===== src/design/hc2_pkg.sv =====
// ----------------------------------------------------------------------------
// hc2_pkg
// Shared types and constants for the 2x2 byte Hill cipher.
// ----------------------------------------------------------------------------
package hc2_pkg;

  localparam int BYTE_W      = 8;
  localparam int CFG_INDEX_W = 3;

  // Configuration register indexes
  localparam logic [CFG_INDEX_W-1:0] REG_KEY_A        = 3'd0;
  localparam logic [CFG_INDEX_W-1:0] REG_KEY_B        = 3'd1;
  localparam logic [CFG_INDEX_W-1:0] REG_KEY_C        = 3'd2;
  localparam logic [CFG_INDEX_W-1:0] REG_KEY_D        = 3'd3;
  localparam logic [CFG_INDEX_W-1:0] REG_DECRYPT_MODE = 3'd4;

  localparam logic [BYTE_W-1:0] BYTE_ZERO = 8'h00;
  localparam logic [BYTE_W-1:0] BYTE_ONE  = 8'h01;
  localparam logic [BYTE_W-1:0] BYTE_TWO  = 8'h02;

  typedef struct packed {
    logic [BYTE_W-1:0] data_byte;
    logic              message_end;
  } in_item_t;

  typedef struct packed {
    logic [BYTE_W-1:0] out_byte;
    logic              pair_second;
    logic              out_end;
    logic              key_invalid;
  } out_item_t;

endpackage


===== src/design/hill_cipher_2x2_mod256_top.sv =====
// ----------------------------------------------------------------------------
// hill_cipher_2x2_mod256_top
// Pairs message bytes and multiplies each pair by a 2x2 key (or its inverse)
// modulo 256, one output byte per cycle while out_stall is low.
// ----------------------------------------------------------------------------
// A byte that completes a pair loads the pair register; the pair then moves
// into the result register, which offers its first and then second byte.
// Throughput: one input byte per cycle while the output does not stall and no
// key derivation runs; a one-byte message is padded to two output bytes.
// Every configuration write starts a key derivation (determinant, three Newton
// steps for the inverse, decrypt-mode adjugate scaling) that stalls the input.
// Reset (synchronous): identity key, encrypt mode, no byte held, both empty.
module hill_cipher_2x2_mod256_top
  import hc2_pkg::*;
(
  input  logic                   clk,
  input  logic                   rst,
  // input byte channel
  input  logic                   in_valid,
  output logic                   in_stall,
  input  in_item_t               in_data,
  // result channel
  output logic                   out_valid,
  input  logic                   out_stall,
  output out_item_t              out_data,
  // configuration write channel
  input  logic                   cfg_valid,
  output logic                   cfg_ready,
  input  logic [CFG_INDEX_W-1:0] cfg_index,
  input  logic [BYTE_W-1:0]      cfg_data
);

  localparam logic [3:0] STEP_IDLE = 4'd0;
  localparam logic [3:0] STEP_DET  = 4'd1;
  localparam logic [3:0] STEP_LAST = 4'd8;

  // configuration
  logic [BYTE_W-1:0] key_a, key_b, key_c, key_d;
  logic              decrypt_mode;

  // key derivation
  logic [3:0]        der_step;
  logic [BYTE_W-1:0] det;
  logic [BYTE_W-1:0] inv;
  logic [BYTE_W-1:0] newton_t;
  logic [BYTE_W-1:0] k00, k01, k10, k11;
  logic              key_bad;

  // pairing and pair register
  logic [BYTE_W-1:0] held_byte;
  logic              holding;
  logic              p_valid;
  logic [BYTE_W-1:0] p_x1, p_x2;
  logic              p_end;

  // result register
  logic              o_valid;
  logic              o_second;
  logic [BYTE_W-1:0] o_y1, o_y2;
  logic              o_end;
  logic              o_inv;

  logic              cfg_write;
  logic              busy;
  logic              in_accept;
  logic              out_accept;
  logic              o_done;
  logic              p_adv;
  logic              p_load;

  logic [2*BYTE_W-1:0] prod_ad, prod_bc, prod_det_inv, prod_inv_t;
  logic [2*BYTE_W-1:0] prod_dk, prod_bk, prod_ck, prod_ak;
  logic [2*BYTE_W-1:0] prod00, prod01, prod10, prod11;
  logic [BYTE_W-1:0]   inv_use;
  logic [BYTE_W-1:0]   y1, y2;

  assign cfg_ready  = 1'b1;
  assign cfg_write  = cfg_valid & cfg_ready;
  assign busy       = (der_step != STEP_IDLE);
  assign out_accept = o_valid & ~out_stall;
  assign o_done     = out_accept & o_second;
  assign p_adv      = p_valid & (~o_valid | o_done);
  assign in_stall   = busy | (p_valid & ~(~o_valid | o_done));
  assign in_accept  = in_valid & ~in_stall;
  assign p_load     = in_accept & (holding | in_data.message_end);

  // --------------------------------------------------------------------------
  // Configuration registers
  // --------------------------------------------------------------------------
  always_ff @(posedge clk) begin
    if (rst) begin
      key_a        <= BYTE_ONE;
      key_b        <= BYTE_ZERO;
      key_c        <= BYTE_ZERO;
      key_d        <= BYTE_ONE;
      decrypt_mode <= 1'b0;
    end else if (cfg_write) begin
      case (cfg_index)
        REG_KEY_A:        key_a        <= cfg_data;
        REG_KEY_B:        key_b        <= cfg_data;
        REG_KEY_C:        key_c        <= cfg_data;
        REG_KEY_D:        key_d        <= cfg_data;
        REG_DECRYPT_MODE: decrypt_mode <= cfg_data[0];
        default: ;
      endcase
    end
  end

  // --------------------------------------------------------------------------
  // Key derivation: det, Newton inverse (x <- x*(2 - det*x)), adjugate scale
  // --------------------------------------------------------------------------
  assign prod_ad      = 16'(key_a) * 16'(key_d);
  assign prod_bc      = 16'(key_b) * 16'(key_c);
  assign prod_det_inv = 16'(det) * 16'(inv);
  assign prod_inv_t   = 16'(inv) * 16'(newton_t);

  // even determinant has no inverse: scale by zero
  assign inv_use = det[0] ? inv : BYTE_ZERO;
  assign prod_dk = 16'(key_d) * 16'(inv_use);
  assign prod_bk = 16'(BYTE_ZERO - key_b) * 16'(inv_use);
  assign prod_ck = 16'(BYTE_ZERO - key_c) * 16'(inv_use);
  assign prod_ak = 16'(key_a) * 16'(inv_use);

  always_ff @(posedge clk) begin
    if (rst) begin
      der_step <= STEP_IDLE;
      k00      <= BYTE_ONE;
      k01      <= BYTE_ZERO;
      k10      <= BYTE_ZERO;
      k11      <= BYTE_ONE;
      key_bad  <= 1'b0;
    end else if (cfg_write) begin
      der_step <= STEP_DET;
    end else if (busy) begin
      if (der_step == STEP_LAST) begin
        der_step <= STEP_IDLE;
        if (decrypt_mode) begin
          k00     <= prod_dk[BYTE_W-1:0];
          k01     <= prod_bk[BYTE_W-1:0];
          k10     <= prod_ck[BYTE_W-1:0];
          k11     <= prod_ak[BYTE_W-1:0];
          key_bad <= ~det[0];
        end else begin
          k00     <= key_a;
          k01     <= key_b;
          k10     <= key_c;
          k11     <= key_d;
          key_bad <= 1'b0;
        end
      end else begin
        der_step <= der_step + 4'd1;
      end
    end
  end

  always_ff @(posedge clk) begin
    if (der_step == STEP_DET) begin
      det <= prod_ad[BYTE_W-1:0] - prod_bc[BYTE_W-1:0];
      inv <= prod_ad[BYTE_W-1:0] - prod_bc[BYTE_W-1:0];
    end else if (busy && der_step != STEP_LAST) begin
      // even steps form the correction term, odd steps apply it
      if (!der_step[0]) begin
        newton_t <= BYTE_TWO - prod_det_inv[BYTE_W-1:0];
      end else begin
        inv <= prod_inv_t[BYTE_W-1:0];
      end
    end
  end

  // --------------------------------------------------------------------------
  // Pairing: hold the first byte, pad a lone final byte with zero
  // --------------------------------------------------------------------------
  always_ff @(posedge clk) begin
    if (rst) begin
      holding   <= 1'b0;
      held_byte <= BYTE_ZERO;
    end else if (in_accept) begin
      if (!holding && !in_data.message_end) begin
        holding   <= 1'b1;
        held_byte <= in_data.data_byte;
      end else begin
        holding <= 1'b0;
      end
    end
  end

  always_ff @(posedge clk) begin
    if (rst) begin
      p_valid <= 1'b0;
    end else if (p_load) begin
      p_valid <= 1'b1;
    end else if (p_adv) begin
      p_valid <= 1'b0;
    end
  end

  always_ff @(posedge clk) begin
    if (p_load) begin
      p_x1  <= holding ? held_byte : in_data.data_byte;
      p_x2  <= holding ? in_data.data_byte : BYTE_ZERO;
      p_end <= in_data.message_end;
    end
  end

  // --------------------------------------------------------------------------
  // Matrix product and result register
  // --------------------------------------------------------------------------
  assign prod00 = 16'(k00) * 16'(p_x1);
  assign prod01 = 16'(k01) * 16'(p_x2);
  assign prod10 = 16'(k10) * 16'(p_x1);
  assign prod11 = 16'(k11) * 16'(p_x2);
  assign y1     = prod00[BYTE_W-1:0] + prod01[BYTE_W-1:0];
  assign y2     = prod10[BYTE_W-1:0] + prod11[BYTE_W-1:0];

  always_ff @(posedge clk) begin
    if (rst) begin
      o_valid  <= 1'b0;
      o_second <= 1'b0;
    end else if (p_adv) begin
      o_valid  <= 1'b1;
      o_second <= 1'b0;
    end else if (out_accept) begin
      // advance to the second byte, drop after its transfer
      if (!o_second) begin
        o_second <= 1'b1;
      end else begin
        o_valid  <= 1'b0;
        o_second <= 1'b0;
      end
    end
  end

  always_ff @(posedge clk) begin
    if (p_adv) begin
      o_y1  <= y1;
      o_y2  <= y2;
      o_end <= p_end;
      o_inv <= key_bad;
    end
  end

  assign out_valid            = o_valid;
  assign out_data.out_byte    = o_second ? o_y2 : o_y1;
  assign out_data.pair_second = o_second;
  assign out_data.out_end     = o_second & o_end;
  assign out_data.key_invalid = o_inv;

endmodule

===== config.mk =====
export PLATFORM = sky130hd
export DESIGN_NAME = hill_cipher_2x2_mod256_top
export DESIGN_NICKNAME = d
export VERILOG_FILES = /design/src/design/hc2_pkg.sv /design/src/design/hill_cipher_2x2_mod256_top.sv
export SDC_FILE = /design/constraint.sdc
export NUM_CORES = 1
export LEC_CHECK = 0
export ABC_AREA = 0
export BUFFER_PORTS_ARGS = -buffer_cell sky130_fd_sc_hd__buf_4
export CORE_ASPECT_RATIO = 2
export CORE_MARGIN = 10
export CORE_UTILIZATION = 40
export CTS_BUF_LIST = sky130_fd_sc_hd__clkbuf_2 sky130_fd_sc_hd__clkbuf_4 sky130_fd_sc_hd__clkbuf_8
export DETAILED_ROUTE_END_ITERATION = 8
export GPL_TIMING_DRIVEN = 0
export PLACE_DENSITY_LB_ADDON = 0.15
export SYNTH_ARGS = -nofsm -noshare
export SYNTH_HDL_FRONTEND = slang
export SYNTH_SLANG_ARGS = --single-unit
export TNS_END_PERCENT = 30

===== constraint.sdc =====
create_clock -name clk -period 6.6 [get_ports clk]
set_input_delay 0.33 -clock clk [delete_from_list [all_inputs] [get_ports clk]]
set_output_delay 0.33 -clock clk [all_outputs]
set_load 0.02 [all_outputs]

==> impl_metrics.py <==
metrics = {
    "die": {
        "die-area_um2": 52100,
        "die-height_um": 313,
        "start_util_pct": 40.3,
        "die_x_um": 166,
        "coreArea_um2": 42600,
        "io_pins": 39,
        "core.rowCount": 107,
    },
    "setup_path": {
        "endpoint_kind": "flop",
        "crit_chain": "clkbuf_1 > clkbuf_1 > and2_1 > nand2_1 > fa_1 > inv_1 > fa_1 > fa_1 > fa_1 > xnor2_1 > xnor2_1 > xnor3_1 > xnor3_1 > xnor3_1 > mux2i_1 > a211oi_2",
        "critPathMaxFanout": 10,
        "crit_arrival_ns": 6.54,
        "crit_slowest_cell": "and2_1",
        "max_stage_delay_ns": 0.62,
        "start_kind": "flop",
        "cp.required_ns": 6.97,
        "cpLargestDelayFamily": "adder cells",
        "worst-path-buf-inv": 3,
        "crit_top_cell": "fa_1",
        "path_class": "flop to flop",
    },
    "detailed_routing": {
        "drt_iter0_drc": 588,
        "drc": 0,
        "routedWlPerCell_um": 20.1,
        "dr.pass1.iters": 7,
        "routed_via_density": 5.11,
        "routed_wl_um": 50900,
        "antenna_left": 0,
        "vias": 12900,
    },
    "power": {
        "vdd_drop_max_mv": 0.370,
        "p_per_area_nw_per_um2": 218,
        "p_total_w": 0.00403,
        "p_leak_nw": 8.51,
    },
    "yosys": {
        "yosysUniqueCellTypes": 50,
        "syn-instance-count": 1914,
        "synth-edff-count": 59,
        "syn_avg_cell_area_um2": 8.97,
        "syn-cell-area_um2": 17200,
        "synth_top_flop_cell": "dfxtp_1",
        "synthArstFlopShare_pct": 0,
        "synth.top_cell.area_share_pct": 19.5,
        "syn-num-nets": 2323,
        "synth_seq_cells": 141,
        "synth_top_cell_by_area": "fa_1",
        "ys_seq_area_share_pct": 19.9,
        "synth_area_leaders": "fa_1 19%, ha_1 16%, edfxtp_1 10%",
        "synth_warnings": 0,
    },
    "timing": {
        "worst_pin_slew_ns": 1.04,
        "rsz0062_at_grt": "false",
        "period_minus_slack_ns": 6.16,
        "post-route-period-util_pct": 93.4,
        "finalSetupViolations": 0,
        "maxSlewHeadroom_pct": 30.8,
        "fin_setup_tns_ns": 0,
        "whs_ns": 0.0695,
        "maxSlewViolCount": 0,
        "fin_worst_skew_ns": 0.0172,
        "max_freq_mhz": 162,
        "hold_viol": 0,
    },
    "global_routing": {
        "grt_max_degree": 19,
        "overflow": 0,
        "grt_pass1_vias": 14100,
        "grt_pass1_wl_um": 79400,
        "grt_antenna_before_repair": 2,
        "grt_usage_pct": 19.7,
    },
    "cts": {
        "cts_sinks": 141,
        "cts_tree": "built",
        "cts_max_level": 4,
        "cts_inserted_buffers": 17,
        "clk_pin_slew_ns": 0.10,
        "cts_max_path_buffers": 2,
        "cts_resized": 0,
        "clk_latency_ns": 0.51,
        "cts_root_buf": "clkbuf_8",
    },
    "cells_and_area": {
        "drive_gt1_share_pct": 5.24,
        "seqCellArea_um2": 3410,
        "syn2layout_area_growth_pct": 7.81,
        "final_cell_mix": "288 x inv_1, 283 x nand2_1, 217 x ha_1",
        "design_area_um2": 18500,
        "fillers": 4374,
        "multi_input_comb_area_um2": 12300,
        "layout.nets": 2379,
        "mostFrequentLayoutCell": "inv_1",
    },
    "hold_path": {
        "hold_class": "primary input to flop",
    },
    "placement": {
        "postPlaceCellArea_um2": 18100,
        "gp_congestion": 0.910,
        "numPortBuffers": 37,
        "dp_hpwl_um": 42500,
    },
    "run": {
        "drv_cap": 0,
    },
    "run_status": {
        "outcome": "completed",
    },
}
[metal layers]
| layer | up-vias | wire (um) | global-route usage [%] |
|---|---|---|---|
| met2 | 329 | 29000 | 39.2 |
| li1 | 6135 | - | - |
| met5 | - | 8 | 0 |
| met4 | 2 | 3520 | 13.0 |
| met3 | 144 | 1840 | 2.53 |
| met1 | 6312 | 16500 | 18.0 |
[report_power, final]
group	internal [W]	leakage [nW]	total, W	switching (W)
logic	0.000973	7.12	0.00216	0.00119
registers	0.00106	1.21	0.00118	0.000122
clock network	0.000283	0.185	0.000691	0.000409
total	0.00231	8.51	0.00403	0.00172
[per-stage QoR]
stage | utilization, % | worst slack [ns] | std cells
3_3_place_gp | 42.6 | 0.346 | 2496
5_1_grt | 43.5 | 0.172 | 2529
6_report | 43.5 | 0.438 | 2529
2_1_floorplan | - | 1.58 | 1914
4_1_cts | 43.5 | 0.255 | 2529
3_5_place_dp | 42.6 | 0.305 | 2496
[state kept, by name, summed over array words and instances (netlist names), 8 cells and up]
signal / flops
newton_t: 8
k01: 8
key_b: 8
k11: 8
p_x2: 8
key_a: 8
held_byte: 8
p_x1: 8
o_y2: 8
k10: 8
key_c: 8
o_y1: 8
k00: 8
key_d: 8
inv: 8
det: 8
[area by class of cell]
type	count	area share (%)
clock inverters	13	0.581
well taps	545	3.68
plain buffers	92	2.01
flip-flops and latches	141	18.4
clock buffers	19	1.38
multi-input cells	1391	66.5
repair buffers	38	1.55
inverters	289	5.86
diodes	1	0.0135
[cell usage after synthesis (59+ instances only)]
cell type / count
edfxtp_1: 59
nand2_1: 283
dfxtp_1: 82
and2_1: 149
nor2_1: 76
clkbuf_1: 81
xnor2_1: 158
ha_1: 217
a21oi_1: 65
inv_1: 288
fa_1: 167
and3_1: 61
[worst register-to-register path, delay by kind of cell (launching register included)]
kind	cells	cell delay, ns
simple gates	2	0.81
xor+xnor	5	1.66
compound gates	1	0.10
buf+inv	3	0.99
mux	1	0.24
fa+ha+maj	4	1.78
flops	1	0.45
[path summary, 6_finish.rpt]
kind | endpoint | cells after the start | slack [ns] | start
worst min register to register | o_end$_DFFE_PP_ | 0 | 0.44 | p_end$_DFFE_PP_
worst max register to register | k01[7]$_SDFFE_PP0P_ | 16 | 0.44 | det[0]$_DFFE_PP_
worst max-delay path | k01[7]$_SDFFE_PP0P_ | 16 | 0.44 | det[0]$_DFFE_PP_
worst min-delay path | held_byte[3]$_SDFFE_PP0P_ | 3 | 0.07 | in_data[4]
[what timing repair did]
action	in CTS	in global routing
endpoints found under the hold margin	1	0
hold buffers	1	0
endpoints found under the setup margin	0	1
setup buffers	0	0
[cells by family after synthesis]
family	Yosys count	synth area share (%)
buf+inv	382	8.50
other cells	1	0.0218
mux	51	3.12
fa+ha+maj	384	35.3
simple gates	625	17.5
compound gates	128	4.66
flops	141	19.9
xor+xnor	202	11.0
Power figures use the tool's default switching activity.
